**src/rtl/core/bbr_pkg.sv**
```systemverilog
// ---------------------------------------------------------------------------
// bbr_pkg
// Shared types and constants for the Burgers BTCS residual/relax core.
// ---------------------------------------------------------------------------
package bbr_pkg;

    localparam int DATA_WIDTH  = 32;
    localparam int MAX_POINTS  = 1024;
    localparam int VAL_W       = 32;
    localparam int IDX_W       = 10;
    localparam int COUNT_W     = $clog2(MAX_POINTS);
    localparam int SAT_W       = (DATA_WIDTH < 32) ? DATA_WIDTH : 32;
    localparam int QUEUE_DEPTH = 2;

    localparam int COEF_W  = 31;
    localparam int DIAG_W  = 17;
    localparam int CFG_W   = 31;
    localparam int CFG_IDX_W = 2;

    localparam logic signed [63:0] SAT_MAX  = (64'sd1 <<< (SAT_W - 1)) - 64'sd1;
    localparam logic signed [63:0] SAT_MIN  = -SAT_MAX - 64'sd1;
    localparam logic signed [63:0] Q_ONE    = 64'sd65536;
    localparam logic signed [63:0] Q_HALF   = 64'sd32768;
    localparam int                 Q_FRAC   = 16;

    // register indexes on the configuration port
    localparam logic [CFG_IDX_W-1:0] CFG_COEF_B     = 2'd0;
    localparam logic [CFG_IDX_W-1:0] CFG_COEF_G     = 2'd1;
    localparam logic [CFG_IDX_W-1:0] CFG_DIAG_INV   = 2'd2;
    localparam logic [CFG_IDX_W-1:0] CFG_RELAX_MODE = 2'd3;

    typedef struct packed {
        logic signed [VAL_W-1:0] cur_value;
        logic signed [VAL_W-1:0] prev_value;
        logic                    prev_present;
        logic signed [VAL_W-1:0] init_value;
        logic                    init_active;
        logic signed [VAL_W-1:0] rhs_value;
        logic                    last_point;
    } item_t;

    typedef struct packed {
        logic signed [VAL_W-1:0] result_value;
        logic [IDX_W-1:0]        point_index;
        logic                    last_result;
    } result_t;

    typedef struct packed {
        logic [COEF_W-1:0] coef_b;
        logic [COEF_W-1:0] coef_g;
        logic [DIAG_W-1:0] diag_inverse;
        logic              relax_mode;
    } cfg_t;

    // one stencil evaluation handed from front to back
    typedef struct packed {
        logic signed [VAL_W-1:0] left_value;
        logic signed [VAL_W-1:0] right_value;
        logic signed [VAL_W-1:0] center_value;
        logic signed [VAL_W-1:0] center_prev;
        logic signed [VAL_W-1:0] center_init;
        logic signed [VAL_W-1:0] center_rhs;
        logic                    prev_present;
        logic                    init_active;
        logic [IDX_W-1:0]        point_index;
        logic                    last_result;
    } job_t;

    typedef struct packed {
        logic push;
        logic pop;
        logic full;
        logic empty;
    } queue_ctl_t;

endpackage

```
**src/rtl/core/bbr_job_queue.sv**
```systemverilog
// ---------------------------------------------------------------------------
// bbr_job_queue
// Short register queue of stencil jobs between the front and the back.
// ---------------------------------------------------------------------------
module bbr_job_queue (
    input  logic              clk,
    input  logic              rst_n,
    input  logic              push,
    input  bbr_pkg::job_t     push_job,
    input  logic              pop,
    output bbr_pkg::job_t     head_job,
    output logic              full,
    output logic              empty
);
    import bbr_pkg::*;

    localparam int PTR_W = (QUEUE_DEPTH > 1) ? $clog2(QUEUE_DEPTH) : 1;
    localparam int CNT_W = $clog2(QUEUE_DEPTH + 1);
    localparam logic [CNT_W-1:0] DEPTH_C = CNT_W'(QUEUE_DEPTH);
    localparam logic [PTR_W-1:0] LAST_P  = PTR_W'(QUEUE_DEPTH - 1);

    job_t             slot_reg [QUEUE_DEPTH];
    logic [PTR_W-1:0] wr_ptr_reg;
    logic [PTR_W-1:0] rd_ptr_reg;
    logic [CNT_W-1:0] count_reg;
    logic             do_push;
    logic             do_pop;

    assign full     = (count_reg == DEPTH_C);
    assign empty    = (count_reg == '0);
    assign do_push  = push && !full;
    assign do_pop   = pop && !empty;
    assign head_job = slot_reg[rd_ptr_reg];

    always_ff @(posedge clk)
    begin
        if (do_push)
        begin
            slot_reg[wr_ptr_reg] <= push_job;
        end
    end

    always_ff @(posedge clk or negedge rst_n)
    begin
        if (!rst_n)
        begin
            wr_ptr_reg <= '0;
            rd_ptr_reg <= '0;
            count_reg  <= '0;
        end
        else
        begin
            if (do_push)
            begin
                wr_ptr_reg <= (wr_ptr_reg == LAST_P) ? '0 : wr_ptr_reg + 1'b1;
            end
            if (do_pop)
            begin
                rd_ptr_reg <= (rd_ptr_reg == LAST_P) ? '0 : rd_ptr_reg + 1'b1;
            end
            if (do_push && !do_pop)
            begin
                count_reg <= count_reg + 1'b1;
            end
            else if (do_pop && !do_push)
            begin
                count_reg <= count_reg - 1'b1;
            end
        end
    end

endmodule

```
**src/rtl/core/bbr_front.sv**
```systemverilog
// ---------------------------------------------------------------------------
// bbr_front
// Takes grid point words, keeps the three-point window and issues jobs.
// ---------------------------------------------------------------------------
module bbr_front (
    input  logic              clk,
    input  logic              rst_n,
    input  logic              item_valid,
    output logic              item_ready,
    input  bbr_pkg::item_t    item,
    input  logic              queue_full,
    output logic              job_push,
    output bbr_pkg::job_t     job
);
    import bbr_pkg::*;

    localparam logic [COUNT_W-1:0] COUNT_LAST = COUNT_W'(MAX_POINTS - 1);

    logic signed [VAL_W-1:0] left_reg;
    item_t                   center_reg;
    logic                    center_valid_reg;
    logic [COUNT_W-1:0]      count_reg;
    logic                    pending_reg;   // tail job of a last point still owed
    logic                    accept;
    logic                    tail_push;
    logic [COUNT_W-1:0]      center_idx;

    assign item_ready = !pending_reg && !queue_full;
    assign accept     = item_valid && item_ready;
    assign tail_push  = pending_reg && !queue_full;
    assign job_push   = (accept && center_valid_reg) || tail_push;

    // index of the held center point
    assign center_idx = (count_reg == '0) ? COUNT_LAST : count_reg - 1'b1;

    always_comb
    begin
        job.left_value   = left_reg;
        job.right_value  = pending_reg ? '0 : item.cur_value;
        job.center_value = center_reg.cur_value;
        job.center_prev  = center_reg.prev_value;
        job.center_init  = center_reg.init_value;
        job.center_rhs   = center_reg.rhs_value;
        job.prev_present = center_reg.prev_present;
        job.init_active  = center_reg.init_active;
        job.point_index  = IDX_W'(center_idx);
        job.last_result  = pending_reg;
    end

    always_ff @(posedge clk or negedge rst_n)
    begin
        if (!rst_n)
        begin
            left_reg         <= '0;
            center_reg       <= '0;
            center_valid_reg <= 1'b0;
            count_reg        <= '0;
            pending_reg      <= 1'b0;
        end
        else if (accept)
        begin
            left_reg         <= center_valid_reg ? center_reg.cur_value : '0;
            center_reg       <= item;
            center_valid_reg <= 1'b1;
            count_reg        <= (count_reg == COUNT_LAST) ? '0 : count_reg + 1'b1;
            pending_reg      <= item.last_point;
        end
        else if (tail_push)
        begin
            // slice done, window empties
            left_reg         <= '0;
            center_reg       <= '0;
            center_valid_reg <= 1'b0;
            count_reg        <= '0;
            pending_reg      <= 1'b0;
        end
    end

endmodule

```
**src/rtl/core/bbr_back.sv**
```systemverilog
// ---------------------------------------------------------------------------
// bbr_back
// Evaluates one stencil job through a shared 32x32 multiplier and holds
// the finished word in the output register.
// ---------------------------------------------------------------------------
module bbr_back (
    input  logic              clk,
    input  logic              rst_n,
    input  bbr_pkg::cfg_t     cfg,
    input  logic              queue_empty,
    input  bbr_pkg::job_t     head_job,
    output logic              job_pop,
    output logic              result_valid,
    input  logic              result_ready,
    output bbr_pkg::result_t  result
);
    import bbr_pkg::*;

    typedef enum logic [3:0] {
        B_IDLE, B_MDC, B_MBS, B_MGP, B_RT3, B_MT4, B_AT4,
        B_SP, B_SI, B_SR, B_MDR, B_RLX, B_OUT
    } back_state_t;

    function automatic logic signed [VAL_W-1:0] sat(input logic signed [63:0] v);
        logic signed [63:0] r;
        if (v > SAT_MAX)
        begin
            r = SAT_MAX;
        end
        else if (v < SAT_MIN)
        begin
            r = SAT_MIN;
        end
        else
        begin
            r = v;
        end
        return r[VAL_W-1:0];
    endfunction

    // round half up, floor shift, saturate
    function automatic logic signed [VAL_W-1:0] qsat(input logic signed [63:0] p);
        logic signed [63:0] q;
        q = (p + Q_HALF) >>> Q_FRAC;
        return sat(q);
    endfunction

    back_state_t             state_reg;
    job_t                    job_reg;
    logic signed [VAL_W-1:0] sum_reg;
    logic signed [VAL_W-1:0] diff_reg;
    logic signed [VAL_W-1:0] acc_reg;
    logic signed [VAL_W-1:0] t_reg;
    logic signed [63:0]      prod_reg;
    logic                    result_valid_reg;
    result_t                 result_reg;

    logic signed [VAL_W-1:0] diag_one;
    logic signed [VAL_W-1:0] mul_a;
    logic signed [VAL_W-1:0] mul_b;
    logic signed [63:0]      mul_p;
    logic                    out_free;

    assign diag_one = sat(Q_ONE + (64'(cfg.coef_b) <<< 1));
    assign job_pop  = (state_reg == B_IDLE) && !queue_empty;
    assign out_free = !result_valid_reg || result_ready;

    assign result_valid = result_valid_reg;
    assign result       = result_reg;

    always_comb
    begin
        mul_a = '0;
        mul_b = '0;
        unique case (state_reg)
            B_MDC:
            begin
                mul_a = diag_one;
                mul_b = job_reg.center_value;
            end
            B_MBS:
            begin
                mul_a = $signed(VAL_W'(cfg.coef_b));
                mul_b = sum_reg;
            end
            B_MGP:
            begin
                mul_a = $signed(VAL_W'(cfg.coef_g));
                mul_b = job_reg.center_prev;
            end
            B_MT4:
            begin
                mul_a = t_reg;
                mul_b = diff_reg;
            end
            B_MDR:
            begin
                mul_a = $signed(VAL_W'(cfg.diag_inverse));
                mul_b = acc_reg;
            end
            default:
            begin
                mul_a = '0;
                mul_b = '0;
            end
        endcase
    end

    assign mul_p = 64'(mul_a) * 64'(mul_b);

    always_ff @(posedge clk or negedge rst_n)
    begin
        if (!rst_n)
        begin
            state_reg        <= B_IDLE;
            result_valid_reg <= 1'b0;
            job_reg          <= '0;
            sum_reg          <= '0;
            diff_reg         <= '0;
            acc_reg          <= '0;
            t_reg            <= '0;
            prod_reg         <= '0;
            result_reg       <= '0;
        end
        else
        begin
            if ((state_reg == B_OUT) && out_free)
            begin
                result_valid_reg <= 1'b1;
            end
            else if (result_ready)
            begin
                result_valid_reg <= 1'b0;
            end
            unique case (state_reg)
                B_IDLE:
                begin
                    if (!queue_empty)
                    begin
                        job_reg   <= head_job;
                        sum_reg   <= sat(64'(head_job.left_value) + 64'(head_job.right_value));
                        diff_reg  <= sat(64'(head_job.right_value) - 64'(head_job.left_value));
                        state_reg <= B_MDC;
                    end
                end
                B_MDC:
                begin
                    prod_reg  <= mul_p;
                    state_reg <= B_MBS;
                end
                B_MBS:
                begin
                    acc_reg   <= qsat(prod_reg);
                    prod_reg  <= mul_p;
                    state_reg <= B_MGP;
                end
                B_MGP:
                begin
                    acc_reg   <= sat(64'(acc_reg) - 64'(qsat(prod_reg)));
                    prod_reg  <= mul_p;
                    state_reg <= B_RT3;
                end
                B_RT3:
                begin
                    t_reg     <= qsat(prod_reg);
                    state_reg <= B_MT4;
                end
                B_MT4:
                begin
                    prod_reg  <= mul_p;
                    state_reg <= B_AT4;
                end
                B_AT4:
                begin
                    acc_reg   <= sat(64'(acc_reg) + 64'(qsat(prod_reg)));
                    state_reg <= B_SP;
                end
                B_SP:
                begin
                    if (job_reg.prev_present)
                    begin
                        acc_reg <= sat(64'(acc_reg) - 64'(job_reg.center_prev));
                    end
                    state_reg <= B_SI;
                end
                B_SI:
                begin
                    if (job_reg.init_active)
                    begin
                        acc_reg <= sat(64'(acc_reg) - 64'(job_reg.center_init));
                    end
                    state_reg <= B_SR;
                end
                B_SR:
                begin
                    acc_reg   <= sat(64'(acc_reg) - 64'(job_reg.center_rhs));
                    state_reg <= cfg.relax_mode ? B_MDR : B_OUT;
                end
                B_MDR:
                begin
                    prod_reg  <= mul_p;
                    state_reg <= B_RLX;
                end
                B_RLX:
                begin
                    acc_reg   <= sat(64'(job_reg.center_value) - 64'(qsat(prod_reg)));
                    state_reg <= B_OUT;
                end
                B_OUT:
                begin
                    if (out_free)
                    begin
                        result_reg.result_value <= acc_reg;
                        result_reg.point_index  <= job_reg.point_index;
                        result_reg.last_result  <= job_reg.last_result;
                        state_reg               <= B_IDLE;
                    end
                end
                default:
                begin
                    state_reg <= B_IDLE;
                end
            endcase
        end
    end

endmodule

```
**src/rtl/core/burgers_btcs_residual_relax_core.sv**
```systemverilog
// ---------------------------------------------------------------------------
// burgers_btcs_residual_relax_core
// Streaming BTCS stencil residual / point relaxation for viscous Burgers,
// signed Q16.16 with saturation, Dirichlet zero at both slice ends.
// ---------------------------------------------------------------------------
//  channel   signals                              word
//  item      item_valid / item_ready / item       one grid point
//  result    result_valid / result_ready / result one residual or relaxed value
//  cfg       cfg_wr_en / cfg_index / cfg_wr_data  coef_b, coef_g, diag_inverse,
//                                                 relax_mode
//
//  a point is answered when its right neighbor arrives; a last point is
//  answered right after the held point, by a tail job the front pushes alone
//  each result runs the back's state sequence through its single 32x32
//  multiplier, with the B_MDR and B_RLX steps added in relax mode
//  a two-entry job queue lets the front keep taking words while results stall
//  rst_n is asynchronous active low and clears window, queue and output
// ---------------------------------------------------------------------------
module burgers_btcs_residual_relax_core (
    input  logic                                 clk,
    input  logic                                 rst_n,
    input  logic                                 item_valid,
    output logic                                 item_ready,
    input  bbr_pkg::item_t                       item,
    output logic                                 result_valid,
    input  logic                                 result_ready,
    output bbr_pkg::result_t                     result,
    input  logic                                 cfg_wr_en,
    input  logic [bbr_pkg::CFG_IDX_W-1:0]        cfg_index,
    input  logic [bbr_pkg::CFG_W-1:0]            cfg_wr_data
);
    import bbr_pkg::*;

    cfg_t       cfg_reg;
    job_t       front_job;
    job_t       head_job;
    queue_ctl_t qctl;

    always_ff @(posedge clk or negedge rst_n)
    begin
        if (!rst_n)
        begin
            cfg_reg.coef_b       <= '0;
            cfg_reg.coef_g       <= '0;
            cfg_reg.diag_inverse <= DIAG_W'(Q_ONE);
            cfg_reg.relax_mode   <= 1'b0;
        end
        else if (cfg_wr_en)
        begin
            unique case (cfg_index)
                CFG_COEF_B:     cfg_reg.coef_b       <= cfg_wr_data[COEF_W-1:0];
                CFG_COEF_G:     cfg_reg.coef_g       <= cfg_wr_data[COEF_W-1:0];
                CFG_DIAG_INV:   cfg_reg.diag_inverse <= cfg_wr_data[DIAG_W-1:0];
                CFG_RELAX_MODE: cfg_reg.relax_mode   <= cfg_wr_data[0];
                default:        cfg_reg              <= cfg_reg;
            endcase
        end
    end

    bbr_front u_front (
        .clk        (clk),
        .rst_n      (rst_n),
        .item_valid (item_valid),
        .item_ready (item_ready),
        .item       (item),
        .queue_full (qctl.full),
        .job_push   (qctl.push),
        .job        (front_job)
    );

    bbr_job_queue u_queue (
        .clk      (clk),
        .rst_n    (rst_n),
        .push     (qctl.push),
        .push_job (front_job),
        .pop      (qctl.pop),
        .head_job (head_job),
        .full     (qctl.full),
        .empty    (qctl.empty)
    );

    bbr_back u_back (
        .clk          (clk),
        .rst_n        (rst_n),
        .cfg          (cfg_reg),
        .queue_empty  (qctl.empty),
        .head_job     (head_job),
        .job_pop      (qctl.pop),
        .result_valid (result_valid),
        .result_ready (result_ready),
        .result       (result)
    );

endmodule

```
**config.mk**
```make
export PLATFORM = sky130hd
export DESIGN_NAME = burgers_btcs_residual_relax_core
export DESIGN_NICKNAME = d
export VERILOG_FILES = /design/src/rtl/core/bbr_pkg.sv /design/src/rtl/core/bbr_job_queue.sv /design/src/rtl/core/bbr_front.sv /design/src/rtl/core/bbr_back.sv /design/src/rtl/core/burgers_btcs_residual_relax_core.sv
export SDC_FILE = /design/constraint.sdc
export NUM_CORES = 2
export LEC_CHECK = 0
export BUFFER_PORTS_ARGS = -buffer_cell sky130_fd_sc_hd__buf_2
export CAP_MARGIN = 20
export CORE_MARGIN = 10
export CORE_UTILIZATION = 45
export CTS_CLUSTER_DIAMETER = 200
export DETAILED_ROUTE_END_ITERATION = 8
export SLEW_MARGIN = 40
export SYNTH_ARGS = -nofsm -noshare
export SYNTH_HDL_FRONTEND = slang
export SYNTH_SLANG_ARGS = --single-unit
```
**constraint.sdc**
```tcl
create_clock -name clk -period 44.9 [get_ports clk]
set_input_delay 6.735 -clock clk [delete_from_list [all_inputs] [get_ports clk]]
set_output_delay 6.735 -clock clk [all_outputs]
set_load 0.01 [all_outputs]
```
==> metrics list <==
- Dividing the detail-routed via count by the number of cells gives 5.84.
- Along the worst path, the maximum fanout reaches 61.
* Clock Pin Slew Worst Setup and Hold Paths: 0.07 ns
* Number of iterations in the first detailed-routing pass: 7
- For this design, the CTS-stage hold fixing added 0 buffers.
- Across the whole layout, storage elements account for 27900 um^2.
- In this run the vertical extent of the chip is 473 um.
* DRC violation total after the first TritonRoute iteration: 6581
- For this run, the slowest stage of the critical path takes around 0.82 ns.
* Worst relative slew slack: 34.6%
* Routed Wire Length: 334000 um
- Synthesized area divided by synthesized cell count: 9.64 um^2
- Crit path max-delay family: adder cells
- R2R setup slack: 32.95 ns
- For this design, the slowest cell found on the critical path is dfrtp_1.
* Transition at the pin with the smallest max-transition slack: between 0.9 and 1 ns
- Overflow left after global routing: 0
- Setup violations remaining at the end of the flow were counted as 0.
- Gr usage total: 29.5%
- Destination of the worst register-to-register timing path: u_back.prod_reg[63]$_DFFE_PN0P_
- Setup skew after layout: 0.0541 ns
- Total Negative Setup Slacks: 0 ns
* Synth warnings: 0
- STA classifies the critical path endpoint as a register.
- Synthesized-area fraction occupied by adder cells: 29.7%
- After synthesis, the largest family of logic cells by area is adder cells.
- Critical hold path startpoint: u_front.job[17]$_DFFE_PN0P_
- Detailed placer's ending HPWL: 260000 um
- Buffers inserted during clock tree synthesis total 105.
* Period utilisation layout: between 20% and 30%
- Depth of the most critical reg-to-reg path: 31
- Once the floorplan was initialized, standard cells occupied a little under half of the core.
* CTS root buffer: clkbuf_16
- Number of buffers on the longest clock path: 3
- Outcome: completed
* Worst path buffer plus inverter count: 6
- Final critical-path required period: 11.95 ns
* Number of library cell types mapped by synthesis: 99
- Port-buffer cells: 213
- Type of the worst setup path: reg2reg
- The die covers approximately 220000 um^2.
* Arrival time at the worst endpoint: 12.54 ns
* Routed wire length per instance: 26.9 um
- The first global-routing pass estimated 495000 um of wire.
* Count of maximum capacitance violations: 0
* Clock tree from TritonCTS: done
* Top flip-flop cell by instance count after synthesis: dfrtp_1
- The clock tree synthesis step divided the H-tree into 3 levels.
- For this run, the top clock speed supported by timing is 83.6 MHz.
* EDFF count, synth: 410
- Counting the fill cells in the layout gives 19157.
- Final slew viol count: 0
- Ports placed on the boundary: roughly 210
* Horizontal extent of the die: 473 um
* Share of flip-flops with an asynchronous set or reset: just over 60%
- The hold violation total from the final report came to 0.
- Maximum number of pins on one net before global-route repair: 153
- The number of gates resized after CTS was 0.
- The synthesized netlist devotes 12.3% of its cell area to simple gates.
- The number of nets in the synthesized netlist is roughly 11000.
- Net total in the final layout: ~11000
- At the end of routability-driven placement, the weighted congestion stood at 1.04.
- Post-Syn Area: 92500 um^2
- The startpoint identified for the worst register-to-register timing path is u_back.state_reg[2]$_DFFE_PN0P_.
- Sink Count: 1034
- Count of state elements after synthesis: 1034
* Fraction of the mapped netlist area in compound gates: between 10% and 20%
* Classification of the worst-slack hold path: reg2reg
- The register with the most flip-flops in the layout has 410 of them.
- Number of standard-cell rows in the floorplan: 166
* RSZ-0062 raised after global routing: no
- Count of buffers added by post-CTS timing repair for setup: 0
- Fraction of synthesized area in multiplexers: 4.01%
* Number of routed nets with antenna violations: 0
- Core Area: 205000 um^2
- Area growth from synthesis to final layout: 8.98%
- After detailed routing, the number of remaining DRC violations is 0.
* Clock insertion delay at the later pin of the skew report: 0.76 ns
* WP data required: ~45 ns
- Part of the Yosys area used for sequential elements: between 30% and 40%
* Most frequent cell on the critical path: fa_1
* Worst-case hold path end point: u_queue.slot_reg[0][17]$_DFFE_PP_
- Multi-input gate area in the final layout: 57600 um^2
- In the synthesized netlist, the number of instances is 9592.
- Across all layers, the routed design uses just over 70000 vias.
- The via count of the first global-routing pass was approximately 74000.
- Of the cells placed in the final design, the portion with a size suffix greater than 1 is approximately 9.3%.
* Initial antenna violation count: 31
* CP Launch Type: register
- Post-synthesis share of cell area spent on xor and xnor gates: around 3%
* Number of cells on the worst hold path: 0
==> cell usage after synthesis (185+ instances only) <==
library cell	instances	area share (%)
inv_1	1413	5.7
nand2_1	1091	4.4
ha_1	441	6.0
a21oi_1	409	2.2
nor2_1	821	3.3
dfrtp_1	623	17
edfxtp_1	410	13
fa_1	1089	24
mux2i_1	185	2.0
xnor2_1	201	1.9
o21ai_0	481	2.6
clkbuf_1	454	1.8
==> logic make-up after synthesis <==
family | after synthesis
xor gates and xnor gates | 309
adders and majority gates | 1543
buffers and inverters | 1942
DFF | 1034
muxes | 350
AOI/OAI and AO/OA | 1833
and+or+nand+nor | 2581
==> routing by layer <==
layer | routed length [um] | track usage (%)
met1 | 136000 | 39.2
met2 | 146000 | 44.2
met3 | 27600 | 5.80
met4 | 24500 | 18.9
met5 | 85 | 0
==> cell type report <==
class | count | share of cell area [%]
antenna | 25 | 0.0620
clock buffer | 140 | 2.94
clock inverter | 59 | 0.658
inverter | 1417 | 5.28
multi-input combinational | 6616 | 57.1
sequential | 1034 | 27.7
tap | 2688 | 3.34
timing repair buffer | 436 | 2.90
==> layout by cell type, fill, tap and decap left out, drive strengths merged, types with 409 or more instances in the layout <==
master / n
dfrtp: 623
buf: 434
nand2: 1091
ha: 441
edfxtp: 410
a21oi: 409
nor2: 821
inv: 1423
fa: 1089
o21ai: 501
==> worst register-to-register path, delay by kind of cell, from the launching register on <==
kind	cells	cell delay, ns
simple gates	6	1.73
buf+inv	6	0.94
xor+xnor	1	0.16
fa+ha+maj	9	4.60
flops	1	0.82
compound gates	9	3.56
==> how the worst max path moves through the flow <==
stage,from,endpoint,cells past startpoint
2_1_floorplan,item_valid,u_queue.slot_reg[0][0]$_DFFE_PP_,4
3_3_place_gp,u_back.state_reg[2]$_DFFE_PN0P_,u_back.prod_reg[63]$_DFFE_PN0P_,29
3_5_place_dp,u_back.state_reg[2]$_DFFE_PN0P_,u_back.prod_reg[63]$_DFFE_PN0P_,31
4_1_cts,u_back.state_reg[2]$_DFFE_PN0P_,u_back.prod_reg[63]$_DFFE_PN0P_,31
5_1_grt,u_back.state_reg[2]$_DFFE_PN0P_,u_back.prod_reg[63]$_DFFE_PN0P_,31
6_report,u_back.state_reg[2]$_DFFE_PN0P_,u_back.prod_reg[63]$_DFFE_PN0P_,31
==> per-stage QoR <==
stage	util [%]	std cells	cell area (um^2)	worst slack, ns	hold slack (ns)
3_3_place_gp	47.3	12170	96700	32.87	0.451
4_1_cts	49.2	12382	101000	32.92	0.464
3_5_place_dp	47.4	12183	97000	32.94	0.457
5_1_grt	49.3	12407	101000	32.47	0.491
6_report	49.3	12415	101000	32.95	0.463
2_1_floorplan	-	9592	92500	22.97	0.438
Power is left out: the tool's default activity adds up to more than one toggle a clock period on the data nets, which glitch-free logic cannot reach.
